--- config.mk ---
export PLATFORM = sky130hd
export DESIGN_NAME = cau_fifo
export DESIGN_NICKNAME = d
export VERILOG_FILES = /design/src/hdl/complex_arithmetic_unit_macros.svh /design/src/hdl/cau_fifo.sv
export SDC_FILE = /design/constraint.sdc
export NUM_CORES = 1
export LEC_CHECK = 0
export ABC_AREA = 1
export BUFFER_PORTS_ARGS = -buffer_cell sky130_fd_sc_hd__buf_2
export CORE_MARGIN = 2
export CORE_UTILIZATION = 40
export CTS_BUF_LIST = sky130_fd_sc_hd__clkbuf_4
export CTS_CLUSTER_SIZE = 28
export DETAILED_ROUTE_END_ITERATION = 7
export GPL_TIMING_DRIVEN = 0
export PLACE_DENSITY = 0.69
export SLEW_MARGIN = 20
export SYNTH_ARGS = -nofsm -noshare
export SYNTH_HDL_FRONTEND = slang
export SYNTH_SLANG_ARGS = --single-unit
--- constraint.sdc ---
create_clock -name clk -period 2.6 [get_ports clk]
set_input_delay 0.39 -clock clk [delete_from_list [all_inputs] [get_ports clk]]
set_output_delay 0.39 -clock clk [all_outputs]
set_load 0.05 [all_outputs]
--- src/hdl/complex_arithmetic_unit_macros.svh ---
// Assertion macros shared by the complex arithmetic unit.
// Each macro expects clk and rst (synchronous, active high) in scope.
`ifndef COMPLEX_ARITHMETIC_UNIT_MACROS_SVH
`define COMPLEX_ARITHMETIC_UNIT_MACROS_SVH

// Consequent must hold in the same cycle as the antecedent
`define CAU_ASSERT_SAME(lbl, ante, cons) \
  lbl: assert property (@(posedge clk) disable iff (rst) (ante) |-> (cons)) \
    else $error("complex_arithmetic_unit: check failed");

// Consequent must hold in the cycle after the antecedent
`define CAU_ASSERT_NEXT(lbl, ante, cons) \
  lbl: assert property (@(posedge clk) disable iff (rst) (ante) |=> (cons)) \
    else $error("complex_arithmetic_unit: check failed");

`endif

--- src/hdl/cau_fifo.sv ---
// Short item queue between front end and back end.
// Standalone; no package dependency.
`timescale 1ns / 1ps

module cau_fifo #(
  parameter int WIDTH = 8,
  parameter int DEPTH = 4
) (
  input  logic             clk,
  input  logic             rst,
  input  logic             push,
  input  logic [WIDTH-1:0] push_data,
  input  logic             pop,
  output logic [WIDTH-1:0] head,
  output logic             empty,
  output logic             full
);

  localparam int AW = (DEPTH > 1) ? $clog2(DEPTH) : 1;
  localparam int CW = $clog2(DEPTH + 1);

  logic [WIDTH-1:0] mem [DEPTH];
  logic [AW-1:0]    wr_ptr;
  logic [AW-1:0]    rd_ptr;
  logic [CW-1:0]    count;

  assign empty = (count == '0);
  assign full  = (count == CW'(DEPTH));
  assign head  = mem[rd_ptr];

  // Store item at write pointer
  always_ff @(posedge clk) begin
    if (push) begin
      mem[wr_ptr] <= push_data;
    end
  end

  // Advance pointers and fill count
  always_ff @(posedge clk) begin
    if (rst) begin
      wr_ptr <= '0;
      rd_ptr <= '0;
      count  <= '0;
    end else begin
      if (push) begin
        wr_ptr <= (wr_ptr == AW'(DEPTH - 1)) ? '0 : wr_ptr + 1'b1;
      end
      if (pop) begin
        rd_ptr <= (rd_ptr == AW'(DEPTH - 1)) ? '0 : rd_ptr + 1'b1;
      end
      if (push && !pop) begin
        count <= count + 1'b1;
      end else if (pop && !push) begin
        count <= count - 1'b1;
      end
    end
  end

endmodule

## After elaboration in Yosys (flattened, before gate mapping)

Memories as Yosys holds them, arrays and structs flattened. A register that Yosys moved wholly into a read port is not among the register bits.
Cells that the tools add are included.

- Memories: 1
- Word-level logic and storage cells: 25
- Output and inout port bits: 10
- Register bits: 7
- Memory bits (writable): 32
- Bits of input ports: 12

Memory list:

| memory | depth | bits a word | rd ports | clocked after memory_dff | wr ports | RTL line | source |
|---|---|---|---|---|---|---|---|
| mem | 4 | 8 | 1 | 1 | 1 | cau_fifo.sv:22 | `logic [WIDTH-1:0] mem [DEPTH];` |

- Add/subtract/negate cells: 4
- Mux-type cells: 8
- Eq/ne operators: 3
- Reduce and logical (&&, ||, !) cells: 6

Operators by type and width:

| kind | number |
|---|---|
| 2-to-1 mux 2 bit | 4 |
| 2-to-1 mux 3 bit | 2 |
| adder 2 x 1 -> 2 bit, second input constant | 2 |
| == test 2 bit, second input constant | 2 |
| adder 3 x 1 -> 3 bit, second input constant | 1 |
| == test 3 bit, second input constant | 1 |
| zero test 3 bit | 1 |
| subtractor 3 x 1 -> 3 bit, second input constant | 1 |
| logical AND 1 bit | 2 |
| zero test 1 bit | 2 |
| 2-to-1 mux 1 bit | 2 |
| nonzero test 2 bit | 1 |

## Logic depth before layout (Yosys ltp)

- Depth after elaboration: 4
- Depth in mapped cells: 10
- Mapped depth without buffers: 10

## Worst setup path before layout

OpenSTA, ideal clock, no wires.

- Kind: reg-to-output
- Start: register count[0]
- End: output port empty
- Path buffers: 0
- Required time: 2.210 ns
- Setup slack: 0.779 ns
- Cell stages (with the launch flop): 2
- Data arrival time: 1.431 ns
- Path through: dfxtp_1 -> nor3_1

- Longest elaborated chain between the ends: 1

Ends and longest elaborated chain:

| element | RTL line | source |
|---|---|---|
| start: declaration | cau_fifo.sv:25 | `logic [CW-1:0] count;` |
| start signal: assignment | cau_fifo.sv:52 | `count <= count + 1'b1;` |
| start signal: assignment | cau_fifo.sv:54 | `count <= count - 1'b1;` |
| zero test 3 bit | cau_fifo.sv:27 | `assign empty = (count == '0);` |
| end: declaration | cau_fifo.sv:15 | `output logic empty,` |

Every way passes these cells.

==> impl_metrics.toml <==
[synthesis]
synth_top_family_by_area = "compound AO/OA/AOI/OAI gates"
synth_mux_area_frac = 0
ys_ff_latch = 41
syn_avg_cell_area_um2 = 12.2
syn_area_um2 = 1650
synth-xor-area-share = 0.00530
yosysTopAreaCellShare = 0.582
synth_top_cells_by_count = "32 x edfxtp_1, 22 x nor2_1, 15 x inv_1, 15 x o21ai_0, 9 x dfxtp_1"
yosys.area_share.simple = 0.0947
ys_seq_area_frac = 0.691
synth_top_area_cell = "edfxtp_1"
synthAdderAreaFrac = 0.0576
synth-main-ff-cell = "edfxtp_1"
netlist-cell-type-count = 19
synth.area.top_cells = "edfxtp_1 58%, dfxtp_1 11%, nor2_1 5.0%"
synth_compound_area_frac = 0.102
netlist_instances = 135
syn-num-nets = 154
synthArstFlopShare = 0
synth-edff-count = 32
yosys_warnings = 0
yosysMostFrequentCell = "edfxtp_1"

[floorplan]
dieArea_um2 = 4660
initial_core_util = 0.413
core_area_um2 = 4000
num_rows = 23
num_io_pins = 22
die_w_um = 68.3
die_h_um = 68.3

[routing]
drtPass1Iterations = 4
drc = 0
finalWirelength_mm = 3.13
wire_per_inst_um = 14.6
via_per_inst = 5.00
vias = 1071
ant_nets = 0
drt-initial-drc-count = 55

[global_route]
antenna_found_initial = 0
grt_usage = 0.163
overflow = 0
grt_pass1_vias = 1128
grt_max_degree = 14
grtUsageMet1 = 0.166
grt_use_met3 = 0.0691
top_usage_layer = "met2"
grt_pass1_wl_mm = 5.18
grtUsageMet2 = 0.299

[setup_path]
crit_path_end_kind = "primary output"
arrival_ns = 1.64
path_max_fanout = 10
critPathRequiredTime_ns = 2.21
reg2reg_from = "wr_ptr[0]"
r2r_cells = 4
cp-start-kind = "flip-flop"
reg2reg_to = "mem[0][2]"
critPathKind = "reg -> out"
crit_end = "head[0]"
ff2ff_setup_slack_ns = 1.30

[sta]
period_needed_ns = 2.03
fin_crit_sh = 0.780
max_slew_margin = 0.729
rsz0062_at_grt = "no"
fin_skew_ns = 0.0120
drv_slew = 0
fmax_ghz = 0.493
hold_viol = 0
tightestPinTransition_ns = 0.405
finalSetupTns_ns = 0
finalSetupViolCount = 0

[cells_and_area]
synthToLayoutAreaGrowth_pct = 14.9
antenna_cells = 0
fill_cells = 379
drive_gt1_frac = 0.213
seq_area_um2 = 1140
num-nets-final = 182
multi_input_area_um2 = 428

[cts]
cts_buffer_depth = 2
postCtsSetupRepairBufs = 0
htreeDepth = 2
post_cts_resized = 0
cts_tree = "yes"
ctsHoldBuffers = 0
cts.sinks = 41
cts_buffers = 5
cts.clk_slew.worst_paths_ns = 0.12
insertion_delay_ns = 0.35
cts-root-buf = "clkbuf_4"

[power_and_ir_drop]
leakagePower_nw = 0.761
total_power_mw = 1.41
vdd_drop_max_mv = 0.476
power_density_nw_per_um2 = 745

[place]
gp_congestion = 0.774
portBuffers = 21
hpwl_mm = 2.18

[worst_hold_path]
hold_path.class = "in -> reg"
hold_depth = 1

[job]
maxCapViolCount = 0

[status]
status = "finished clean"
==> flip-flops by register name (all words and copies together), names as in the netlist, named ones only <==
name    flops
rd_ptr      2
count       3
wr_ptr      2
mem        32
==> where the power goes <==
part           switching (mW)  internal [mW]  leakage [nW]
clock network           0.201          0.199        0.0389
registers              0.0249          0.743         0.369
logic                   0.179         0.0663         0.354
total                   0.405           1.01         0.761
==> routing by layer <==
metal	share of wire	vias to the layer above
li1	-	527
met1	0.39	506
met2	0.52	33
met3	0.069	5
met4	0.013	0
met5	0	-
==> per-stage QoR <==
step                      setup WS [ns]   util  cells  hold slack [ns]  area, µm²
after CTS                         0.551  0.475    214            0.234       1900
after global placement            0.965  0.455    206            0.499       1820
after global routing              0.381  0.475    214            0.206       1900
final                             0.573  0.475    214            0.244       1900
after floorplan                   0.779      -    135            0.462       1650
after detailed placement          0.907  0.455    206            0.534       1820
==> cells by family (layout without fill, tap and decap cells) <==
| kind of cell | Yosys count | count (layout) |
|---|---|---|
| AO/OA/AOI/OAI | 30 | 30 |
| XOR/XNOR | 1 | 1 |
| adder cells (fa/ha/maj) | 7 | 7 |
| buffers and inverters | 18 | 47 |
| flip-flops | 41 | 41 |
| AND/OR/NAND/NOR | 38 | 38 |
==> area by class of cell <==
class                           count  share of cell area
Multi-Input combinational cell     76               0.225
Tap cell                           50              0.0330
Clock inverter                      3              0.0218
Clock buffer                        5              0.0198
Timing Repair Buffer               21              0.0554
Sequential cell                    41               0.601
Inverter                           16              0.0316
Buffer                              2              0.0119
==> layout by cell type, fill, tap and decap left out, drive strengths merged <==
| cell | instances |
|---|---|
| clkinv | 1 |
| nor3 | 4 |
| dfxtp | 9 |
| edfxtp | 32 |
| clkinvlp | 1 |
| nor2 | 24 |
| ha | 6 |
| o22ai | 8 |
| nand3 | 1 |
| nand4 | 1 |
| bufinv | 1 |
| a21oi | 3 |
| fa | 1 |
| nand2 | 8 |
| o21ai | 19 |
| inv | 16 |
| xor2 | 1 |
| clkbuf | 5 |
| buf | 23 |
==> how the worst min path moves through the flow <==
| stage | end | start | slack, ns |
|---|---|---|---|
| 2_1_floorplan | count[0] | rst | 0.46 |
| 3_3_place_gp | wr_ptr[1] | wr_ptr[1] | 0.50 |
| 3_5_place_dp | wr_ptr[1] | wr_ptr[1] | 0.53 |
| 4_1_cts | count[0] | rst | 0.23 |
| 5_1_grt | mem[1][7] | push_data[7] | 0.21 |
| 6_report | mem[0][3] | push_data[3] | 0.24 |
==> worst max-delay path, cell delays in order, from the launching register on <==
cell	delay, ns
dfxtp_1	0.42
inv_2	0.17
buf_6	0.18
nor2_2	0.04
o22ai_1	0.19
buf_2	0.30
(Power assumes the default switching activity.)
