## src/hdl/complex_arithmetic_unit_macros.svh

```systemverilog
// Assertion macros shared by the complex arithmetic unit.
// Each macro expects clk and rst (synchronous, active high) in scope.
`ifndef COMPLEX_ARITHMETIC_UNIT_MACROS_SVH
`define COMPLEX_ARITHMETIC_UNIT_MACROS_SVH

// Consequent must hold in the same cycle as the antecedent
`define CAU_ASSERT_SAME(lbl, ante, cons) \
  lbl: assert property (@(posedge clk) disable iff (rst) (ante) |-> (cons)) \
    else $error("complex_arithmetic_unit: check failed");

// Consequent must hold in the cycle after the antecedent
`define CAU_ASSERT_NEXT(lbl, ante, cons) \
  lbl: assert property (@(posedge clk) disable iff (rst) (ante) |=> (cons)) \
    else $error("complex_arithmetic_unit: check failed");

`endif

```

## src/hdl/cau_pkg.sv

```systemverilog
// Shared types for the complex arithmetic unit.
// Opcodes, the per-item control word and the divider state encoding.
`timescale 1ns / 1ps

package cau_pkg;

  typedef enum logic [2:0] {
    OP_ADD   = 3'd0,
    OP_SUB   = 3'd1,
    OP_MUL   = 3'd2,
    OP_DIV   = 3'd3,
    OP_SCALE = 3'd4,
    OP_DIVR  = 3'd5,
    OP_CONJ  = 3'd6,
    OP_ROT   = 3'd7
  } op_t;

  // Classification made by the front end
  typedef struct packed {
    op_t  op;
    logic zero;   // divisor is zero for a divide opcode
  } ctrl_t;

  typedef enum logic [1:0] {
    DIV_IDLE,
    DIV_RUN,
    DIV_DONE
  } div_state_t;

endpackage

```

## src/hdl/cau_front.sv

```systemverilog
// Front end: accepts items, classifies divide-by-zero, and pushes into the queue.
// Depends on cau_pkg.
`timescale 1ns / 1ps

module cau_front #(
  parameter int DATA_WIDTH = 32
) (
  input  logic                         clk,
  input  logic                         rst,
  input  logic                         valid,
  output logic                         stall,
  input  logic [2:0]                   op,
  input  logic signed [DATA_WIDTH-1:0] a_re,
  input  logic signed [DATA_WIDTH-1:0] a_im,
  input  logic signed [DATA_WIDTH-1:0] b_re,
  input  logic signed [DATA_WIDTH-1:0] b_im,
  input  logic signed [DATA_WIDTH-1:0] scalar,
  input  logic                         fifo_full,
  output logic                         push,
  output logic [5*DATA_WIDTH+$bits(cau_pkg::ctrl_t)-1:0] push_data
);

  localparam int DW = 5 * DATA_WIDTH + $bits(cau_pkg::ctrl_t);

  logic          f_v;
  logic [DW-1:0] f_data;
  logic          ready;
  cau_pkg::ctrl_t ctrl;

  // Classify the opcode and flag a zero divisor
  always_comb begin
    ctrl.op   = cau_pkg::op_t'(op);
    ctrl.zero = 1'b0;
    case (ctrl.op)
      cau_pkg::OP_DIV:  ctrl.zero = (b_re == '0) && (b_im == '0);
      cau_pkg::OP_DIVR: ctrl.zero = (scalar == '0);
      default:          ctrl.zero = 1'b0;
    endcase
  end

  assign ready     = !f_v || !fifo_full;
  assign stall     = !ready;
  assign push      = f_v && !fifo_full;
  assign push_data = f_data;

  // Hold one classified item ahead of the queue
  always_ff @(posedge clk) begin
    if (rst) begin
      f_v <= 1'b0;
    end else if (ready) begin
      f_v <= valid;
    end
  end

  always_ff @(posedge clk) begin
    if (valid && ready) begin
      f_data <= {ctrl, a_re, a_im, b_re, b_im, scalar};
    end
  end

endmodule

```

## config.mk

```make
export PLATFORM = sky130hd
export DESIGN_NAME = cau_front
export DESIGN_NICKNAME = d
export VERILOG_FILES = /design/src/hdl/complex_arithmetic_unit_macros.svh /design/src/hdl/cau_pkg.sv /design/src/hdl/cau_front.sv
export SDC_FILE = /design/constraint.sdc
export NUM_CORES = 1
export LEC_CHECK = 0
export ABC_AREA = 0
export ABC_CLOCK_PERIOD_IN_PS = 11990
export BUFFER_PORTS_ARGS = -buffer_cell sky130_fd_sc_hd__buf_2
export CAP_MARGIN = 20
export CORE_MARGIN = 8
export CORE_UTILIZATION = 40
export CTS_BUF_LIST = sky130_fd_sc_hd__clkbuf_8
export DETAILED_ROUTE_END_ITERATION = 6
export PLACE_DENSITY = 0.72
export SETUP_SLACK_MARGIN = 0.15
export SYNTH_ARGS = -nofsm -noshare
export SYNTH_HDL_FRONTEND = slang
export SYNTH_SLANG_ARGS = --single-unit
```

## constraint.sdc

```tcl
create_clock -name clk -period 11.99 [get_ports clk]
set_input_delay 2.398 -clock clk [delete_from_list [all_inputs] [get_ports clk]]
set_output_delay 2.398 -clock clk [all_outputs]
set_load 0.005 [all_outputs]
```

======== Word level (Yosys, flattened, before mapping) ========
Cells that the tools add are included.
cells by class
  eq/ne operators ......................... 2
  mux-type cells .......................... 1
  reduce and logical (&&, ||, !) cells .... 10
operator list
  cell                count
  $logic_not 32->1    3
  $eq 3x2->1 const B  1
  $eq 3x3->1 const B  1
  $logic_and 1x1->1   3
  $logic_not 1->1     3
  $pmux 1 s2          1
  $logic_or 1x1->1    1
storage, ports and cells
  register bits ........................... 165
  input bits .............................. 167
  output and inout port bits .............. 166
  word-level logic and storage cells ...... 15

======== Longest topological paths before layout ========
Gate-level depths: netlist of run 1.
  depth in word-level cells ............... 3
  mapped depth ............................ 4
  depth with buffers taken out ............ 4

======== Worst setup path after synthesis of run 1 ========
No wires, ideal clock.
  kind .................................... in2reg
  from .................................... input fifo_full
  to ...................................... register f_data[0], in the netlist push_data[0], enable pin
  library setup time ...................... 0.710 ns
  arrival time ............................ 9.834 ns
  data required time ...................... 11.280 ns
  slack ................................... 1.446 ns
  stages on the path ...................... 2
  buffers on the path ..................... 0
  cell sequence ........................... and2_1 > nor2b_1
between the ends
  word-level cells in the longest chain between the ends .. 3
RTL lines
  what                    line             RTL
  start: declaration      cau_front.sv:18  input logic fifo_full,
  $logic_not 1->1         cau_front.sv:41  assign ready = !f_v || !fifo_full;
  $logic_or 1x1->1        cau_front.sv:41
  $logic_and 1x1->1       cau_front.sv:56  if (valid && ready) begin
  end signal: assignment  cau_front.sv:57  f_data <= {ctrl, a_re, a_im, b_re, b_im, scalar};
  end: declaration        cau_front.sv:26  logic [DW-1:0] f_data;
No other way between the ends.
A chain may end at the register's enable or synchronous reset.

======== Worst setup path in the final report of run 1 ========
  from .................................... input fifo_full
  to ...................................... output stall
between the ends
  word-level cells in the longest chain between the ends .. 3
RTL lines
  what              line             RTL
  $logic_not 1->1   cau_front.sv:41
  $logic_or 1x1->1  cau_front.sv:41
  $logic_not 1->1   cau_front.sv:42  assign stall = !ready;
  end: declaration  cau_front.sv:11  output logic stall,
No other way between the ends.

==> results of run 1 <==
## per-stage QoR
step | total power [µW] | cell area (µm²) | utilization, %
6_report | 1180 | 7510 | 59.2
2_1_floorplan | 721 | 5200 | -
4_1_cts | 1190 | 7510 | 59.2
3_3_place_gp | 782 | 7100 | 56.0
5_1_grt | 1220 | 7510 | 59.2
3_5_place_dp | 786 | 7100 | 56.0
## synthesized netlist by cell type
cell / instances
a41o_1: 1
and2_1: 1
and4_1: 1
dfxtp_1: 1
edfxtp_1: 164
nand2_1: 1
nand2_2: 1
nand3_1: 2
nand4_1: 3
nor2_1: 3
nor2b_1: 2
nor3_1: 3
nor4_1: 22
nor4b_1: 2
## path summary, 6_finish.rpt
path,from,end,slack (ns),depth (start not counted)
max,fifo_full,stall,6.75,3
min,f_v,f_v,0.69,3
max reg2reg,f_v,push_data[90],9.23,4
min reg2reg,f_v,f_v,0.69,3
## sequential cells by signal, summed over array words and instances (netlist names)
signal,cells
f_v,1
push_data,164
## logic make-up (layout without fill, tap and decap cells)
family / count (synthesis) / count (layout) / synth area share, %
flip-flops: 165 / 165 / 95.0
AND/OR/NAND/NOR: 41 / 41 / 4.76
AO/OA/AOI/OAI: 1 / 1 / 0.192
buffers and inverters: 0 / 365 / 0
## layer usage
layer / share of wire [%] / up-vias / wire [µm] / global-route usage (%)
li1: - / 1577 / - / -
met1: 33 / 1636 / 4990 / 15.9
met2: 52 / 214 / 7900 / 30.7
met3: 13 / 16 / 1930 / 8.61
met4: 1.5 / 0 / 233 / 6.69
met5: 0 / - / 0 / 0
## layout by cell type, fill, tap and decap left out, types with 3 or more instances in the layout
cell type / count
buf_2: 332
bufinv_16: 4
clkbuf_8: 17
clkinv_2: 3
edfxtp_1: 164
inv_1: 3
nand4_1: 3
nor2_1: 3
nor3_1: 3
nor4_1: 22
## layout make-up
cell class | count | area [µm²]
fill | 992 | 5160
sequential | 165 | 4940
timing repair buffer | 334 | 1680
multi-input combinational | 42 | 265
clock buffer | 17 | 234
tap | 172 | 215
clock inverter | 14 | 170
## power by group through the flow
| stage | Sequential [µW] | Combinational, µW | Clock, µW |
|---|---|---|---|
| after global placement | 694 | 88.3 | 0 |
| after detailed placement | 696 | 90.8 | 0 |
| after global routing | 685 | 96.7 | 437 |
| final | 682 | 88.9 | 405 |
| after floorplan | 708 | 12.2 | 0 |
| after CTS | 683 | 90.8 | 415 |
## critical path, delay by kind of cell
kind | cells | cell delay, ns
buffers and inverters | 2 | 0.25
AND/OR/NAND/NOR | 1 | 0.19
==> flow_summary.ini, run 1 <==
[cts]
clock_sinks = 165
cts.hold.buffers_added = 0
ctsResizeCount = 0
postCtsSetupRepairBufs = 0
clock_latency_ns = 0.43
cts_htree_levels = 4
numCtsBuffers = 17
cts_tree = yes
cts_root_buffer = clkbuf_8
clockBufferDepth = 2
clk_pin_slew_ns = 0.07

[global_routing]
grt_pass1_vias = 3698
antenna_found_initial = 0
grt_start_max_net_pins = 90
overflow = 0
grt_usage_pct = 17.0
grt_first_pass_wirelength_mm = 20.7

[routing]
routedWlPerCell_um = 20.2
via_per_inst = 4.63
post-route-drc-count = 0
dr.pass1.iters = 5
via_count = 3443
drtIter0Drc = 169
ant_nets = 0
totalWireLength_mm = 15.1

[critical_path]
worstPathCellList = buf_2, and2_1, buf_2
startpoint_type = primary input
cp_slowest_stage_delay_ns = 0.19
cp_common_cell = buf_2
cpMaxStageDelayCell = and2_1
endpoint_kind = output port
required_ns = 9.59
cp.arrival_ns = 2.84
cp_max_fo = 3
crit_type = primary input to output port

[floorplan]
row_count = 41
io_pins = 333
core_area_mm2 = 0.0127
start_util_pct = 41.1
die_x_um = 130
die-area_mm2 = 0.0169
die_h_um = 130

[final_layout]
nets = 727
diodes = 0
drive_gt1_share_pct = 63.3
instances_no_fill = 744
area_delta_synth_final_pct = 44.3

[place]
numPortBuffers = 332
place_congestion = 0.802
place_ws_ns = 6.75
hpwl_mm = 12.1
dpl.cell_count = 713

[power]
switching_share_pct = 20.3
p_seq_share_pct = 58.0
p_per_area_mw_per_mm2 = 157
netSwitchingPower_uw = 239
p_leak_uw = 0.00318
p_int_uw = 937
pwr-share-clk_pct = 34.4
peakVddDrop_mv = 0.0855
comb_power_share_pct = 7.6

[sta]
clock_skew_ns = 0.00419
period_share_pct = 43.7
fin_crit_ns = 5.24
fin_ws_ns = 6.75
worst_pin_slew_ns = 1.10
setup_tns_ns = 0
rsz0062_at_grt = no
fmax_mhz = 191
fin_hold_ws_ns = 0.688
setup_violations = 0
slew_headroom_pct = 26.8
slew_violations = 0
hold_violations = 0

[synthesis]
synth_fp_nets = 374
syn_area_mm2 = 0.00520
synth.largest_area_cell = edfxtp_1
synth_top_area_share_pct = 94.7
netlist_instances = 207
ys_ff_latch = 165
synth.avg_cell_area_um2 = 25.1
ys_top_cells_by_area = edfxtp_1 95%, nor4_1 2.6%, dfxtp_1 0.38%, nand4_1 0.36%, nor4b_1 0.34%
ys_seq_area_share_pct = 95.0
synth_cell_types = 14
synth_warnings = 0

[worst_hold_path]
hold_path_class = flop to flop

[flow_run]
drv_cap = 0

[run_status]
status = complete, no violations
Note: power is estimated with default switching activity, not from simulation.
==> inputs of run 2 (changes only) <==
Settings changed: ABC_CLOCK_PERIOD_IN_PS 11990 to 4500, CORE_UTILIZATION 40 to 39, PLACE_DENSITY 0.72 to 0.74.
Clock period 11.99 ns to 4.5 ns, I/O delays scaled along.
==> run 2 against run 1 <==
Register-to-register slack worse by 6.5 ns. Core utilization shrank 2.4 points. Total power rose to 2.5 times the previous value. Critical path type unchanged.
==> flow_summary.ini, run 2 (same netlist as run 1, synthesis figures left out) <==
[worst_hold_path]
holdPathStages = 2
hold_path_class = primary input to flop
min_to = f_v
hp-start = rst

[final_layout]
n_fill_cell = 1068
drive_gt1_share_pct = 63.6
stdcell_area_mm2 = 0.00746
layout_common_cells = 332 x buf_2, 164 x edfxtp_1, 22 x nor4_1, 17 x clkbuf_8, 6 x clkinv_2
multiInputGateArea_um2 = 265
nets = 728
area_delta_synth_final_pct = 43.5
diodes = 0
largest_reg_flops = 164
register_area_mm2 = 0.00494
final_common_cell = buf_2

[sta]
fmax_mhz = 448
period_share_pct = 49.6
rsz0062_at_grt = no
slew_headroom_pct = 37.0
setup_violations = 0
slew_violations = 0
hold_violations = 0
clock_skew_ns = 0.0106
worst_pin_slew_ns = 0.945
fin_crit_ns = 2.23
setup_tns_ns = 0

[routing]
drtIter0Drc = 209
routedWlPerCell_um = 20.8
post-route-drc-count = 0
via_count = 3481
ant_nets = 0
dr.pass1.iters = 4
totalWireLength_mm = 15.5
via_per_inst = 4.65

[cts]
numCtsBuffers = 17
clock_sinks = 165
postCtsSetupRepairBufs = 0
cts.hold.buffers_added = 0
cts_htree_levels = 4
clock_latency_ns = 0.43
clockBufferDepth = 2
clk_pin_slew_ns = 0.08
cts_root_buffer = clkbuf_8
ctsResizeCount = 0
cts_tree = yes

[global_routing]
grt_first_pass_wirelength_mm = 23.0
grt_usage_pct = 17.5
grt_start_max_net_pins = 90
antenna_found_initial = 2
overflow = 0
grt_pass1_vias = 3864

[power]
comb_power_share_pct = 8.1
p_leak_uw = 0.00315
netSwitchingPower_uw = 645
switching_share_pct = 21.7
pwr-share-clk_pct = 30.8
total_power_uw = 2970
p_int_uw = 2330
p_per_area_mw_per_mm2 = 398
p_seq_share_pct = 61.1
peakVddDrop_mv = 0.229

[critical_path]
cp_common_cell = buf_2
startpoint_type = primary input
required_ns = 3.60
worstPathCellList = buf_2, and2_1, buf_2
cpMaxStageDelayCell = and2_1
crit_type = primary input to output port
reg2reg_from = f_v
r2r_slack_ns = 2.74
cp.arrival_ns = 1.33
reg2reg_to = push_data[132]
cp_max_fo = 3
worst_r2r_path_depth = 3
endpoint_kind = output port
cp_slowest_stage_delay_ns = 0.19

[floorplan]
core_area_mm2 = 0.0131
die_h_um = 131
io_pins = 333
start_util_pct = 39.6
die_x_um = 131
die-area_mm2 = 0.0173
row_count = 42

[place]
place_area_mm2 = 0.00711
numPortBuffers = 332
place_congestion = 0.803
hpwl_mm = 12.5

[run_status]
status = complete, no violations

[flow_run]
drv_cap = 0
run 2: changes by cell type in the layout (fill, tap and decap cells not counted), sizes merged:
cell / delta
buf: +1
bufinv: -3
clkinv: +1
clkinvlp: +1
run 2: worst max-delay path, delay by kind of cell:
kind,cells,cell delay [ns]
buffers and inverters,2,0.24
and+or+nand+nor,1,0.19
run 2: layout make-up:
class,count,share of cell area (%)
sequential,165,66.3
timing repair buffer,335,22.8
multi-input combinational,42,3.55
clock buffer,17,3.13
tap,176,2.95
clock inverter,13,1.27
run 2: layer usage:
metal / track usage, % / wire length, µm
met5: 0 / 23
met3: 8.50 / 1640
met2: 30.3 / 8050
met4: 5.74 / 215
met1: 18.4 / 5600
run 2: worst max-delay path by stage:
stage / from / end / slack [ns] / depth (start not counted)
global route: fifo_full / stall / 2.26 / 3
CTS: fifo_full / stall / 2.27 / 3
detailed placement: fifo_full / push_data[149] / 1.89 / 4
floorplan: fifo_full / push_data[0] / 0.53 / 2
finish: fifo_full / stall / 2.27 / 3
global placement: fifo_full / push_data[30] / 1.96 / 4
run 2: metrics by stage:
step                      util [%]  std cells  worst slack [ns]  hold slack [ns]
after floorplan                  -        207             0.526            0.636
after global placement        54.1        717              1.96            0.639
after detailed placement      54.1        717              1.89            0.685
after CTS                     56.6        747              2.27            0.571
after global routing          56.8        748              2.26            0.570
final                         56.8        748              2.27            0.613
run 2: power by group through the flow:
stage          Combinational (µW)  Sequential, µW  Clock (µW)
2_1_floorplan                33.3            1870           0
3_3_place_gp                  235            1850           0
3_5_place_dp                  243            1850           0
4_1_cts                       244            1820         948
5_1_grt                       263            1830        1010
6_report                      242            1820         915
==> inputs of run 3 (changes only) <==
Settings changed: ABC_CLOCK_PERIOD_IN_PS 4500 to 1900.
Clock period 4.5 ns to 1.9 ns, I/O delays scaled along.
==> run 3 against run 2 <==
Hold slack got worse by 0.52 ns. Clock power increased to 2.7 times the previous value. Sequential power increased by 140%. Critical path type is now flop to output port. Critical endpoint unchanged. First-iteration DRC count increased by 12%. Register-to-register slack got worse by 2.2 ns. Cell count increased by 0.94%. Wire length decreased by 0.20%.
==> flow_summary.ini, run 3 (same netlist as run 1, synthesis figures left out) <==
[critical_path]
crit_type = flop to output port
r2r_slack_ns = 0.51
crit_cells = 2
worst_r2r_path_depth = 4
worstPathCellList = and2_4, buf_2
endpoint_kind = output port
cp_max_fo = 3
reg2reg_to = push_data[109]
cpMaxStageDelayCell = dfxtp_1
startpoint_type = flop
required_ns = 1.52
crit_path_end = stall
cp.arrival_ns = 1.03
startpoint = f_v
crit_family = flip-flops
reg2reg_from = f_v
worst-path-buf-inv = 1
cp_slowest_stage_delay_ns = 0.33

[sta]
setup_violations = 0
rsz0062_at_grt = no
clock_skew_ns = 0.00633
hold_violations = 0
fmax_mhz = 707
worst_pin_slew_ns = 0.416
fin_hold_ws_ns = 0.0929
slew_headroom_pct = 72.0
period_share_pct = 74.4
slew_violations = 0
fin_crit_ns = 1.41

[final_layout]
area_delta_synth_final_pct = 45.9
instances_no_fill = 755
largest_reg_flops = 164
layout_common_cells = 332 x buf_2, 164 x edfxtp_1, 22 x nor4_1, 17 x clkbuf_8, 5 x inv_1
drive_gt1_share_pct = 63.6
final_common_cell = buf_2
nets = 733
diodes = 0

[floorplan]
die-area_mm2 = 0.0173
start_util_pct = 39.6
row_count = 42
core_area_mm2 = 0.0131
io_pins = 333
die_x_um = 131
die_h_um = 131

[global_routing]
grt_start_max_net_pins = 72
antenna_found_initial = 0
grt_usage_pct = 17.6
grt_first_pass_wirelength_mm = 23.1
grt_pass1_vias = 3806
overflow = 0

[cts]
clk_pin_slew_ns = 0.08
clockBufferDepth = 2
clock_sinks = 165
cts_htree_levels = 4
cts_tree = yes
numCtsBuffers = 17
cts.hold.buffers_added = 0
cts_root_buffer = clkbuf_8
ctsResizeCount = 0
postCtsSetupRepairBufs = 0
clock_latency_ns = 0.43

[flow_run]
drv_cap = 0

[routing]
routedWlPerCell_um = 20.5
dr.pass1.iters = 4
drtIter0Drc = 234
via_count = 3492
ant_nets = 0
totalWireLength_mm = 15.5
via_per_inst = 4.63
post-route-drc-count = 0

[power]
p_leak_uw = 0.00322
total_power_uw = 7330
p_per_area_mw_per_mm2 = 967
peakVddDrop_mv = 0.637

[worst_hold_path]
hold_path_class = primary input to flop
holdPathStages = 2

[run_status]
status = complete, no violations

[place]
numPortBuffers = 332
dpl.cell_count = 723
place_congestion = 0.793
run 3: cell types whose count changed in the layout (fill, tap and decap cells not counted), sizes merged:
cell,delta
buf,+5
bufinv,+2
clkinv,-2
inv,+2
run 3: report_power, final:
| group | internal (µW) | switching (µW) | total, µW |
|---|---|---|---|
| Sequential | 4250 | 51.4 | 4300 |
| Combinational | 287 | 308 | 595 |
| Clock | 1260 | 1170 | 2440 |
| Total | 5800 | 1530 | 7330 |
run 3: cell type report:
class                           instances  area [µm²]
Fill cell                            1067        5550
Clock buffer                           17         234
Sequential cell                       165        4940
Multi-Input combinational cell         42         268
Tap cell                              176         220
Clock inverter                         15         150
Timing Repair Buffer                  340        1770
run 3: worst min path at each step:
stage | startpoint | slack [ns] | to
after global placement | rst | 0.54 | f_v
after global routing | rst | 0.06 | f_v
after floorplan | rst | 0.45 | f_v
final | rst | 0.09 | f_v
after CTS | rst | 0.06 | f_v
after detailed placement | rst | 0.55 | f_v
run 3: per-layer routing:
layer / track usage, % / wire length [µm] / vias to the layer above
met4: 4.98 / 168 / 0
met3: 8.42 / 1610 / 16
met2: 31.5 / 8310 / 207
met1: 17.8 / 5400 / 1681
met5: 0 / 0 / -
li1: - / - / 1588
run 3: stage by stage:
stage | TNS (ns) | cell area (µm²) | setup slack (ns) | util (%)
finish | 0 | 7590 | 0.486 | 57.8
global placement | 0 | 7200 | 0.147 | 54.8
CTS | 0 | 7590 | 0.445 | 57.8
global route | 0 | 7590 | 0.406 | 57.8
detailed placement | 0 | 7200 | 0.140 | 54.8
floorplan | -244.76 | 5210 | -1.49 | -
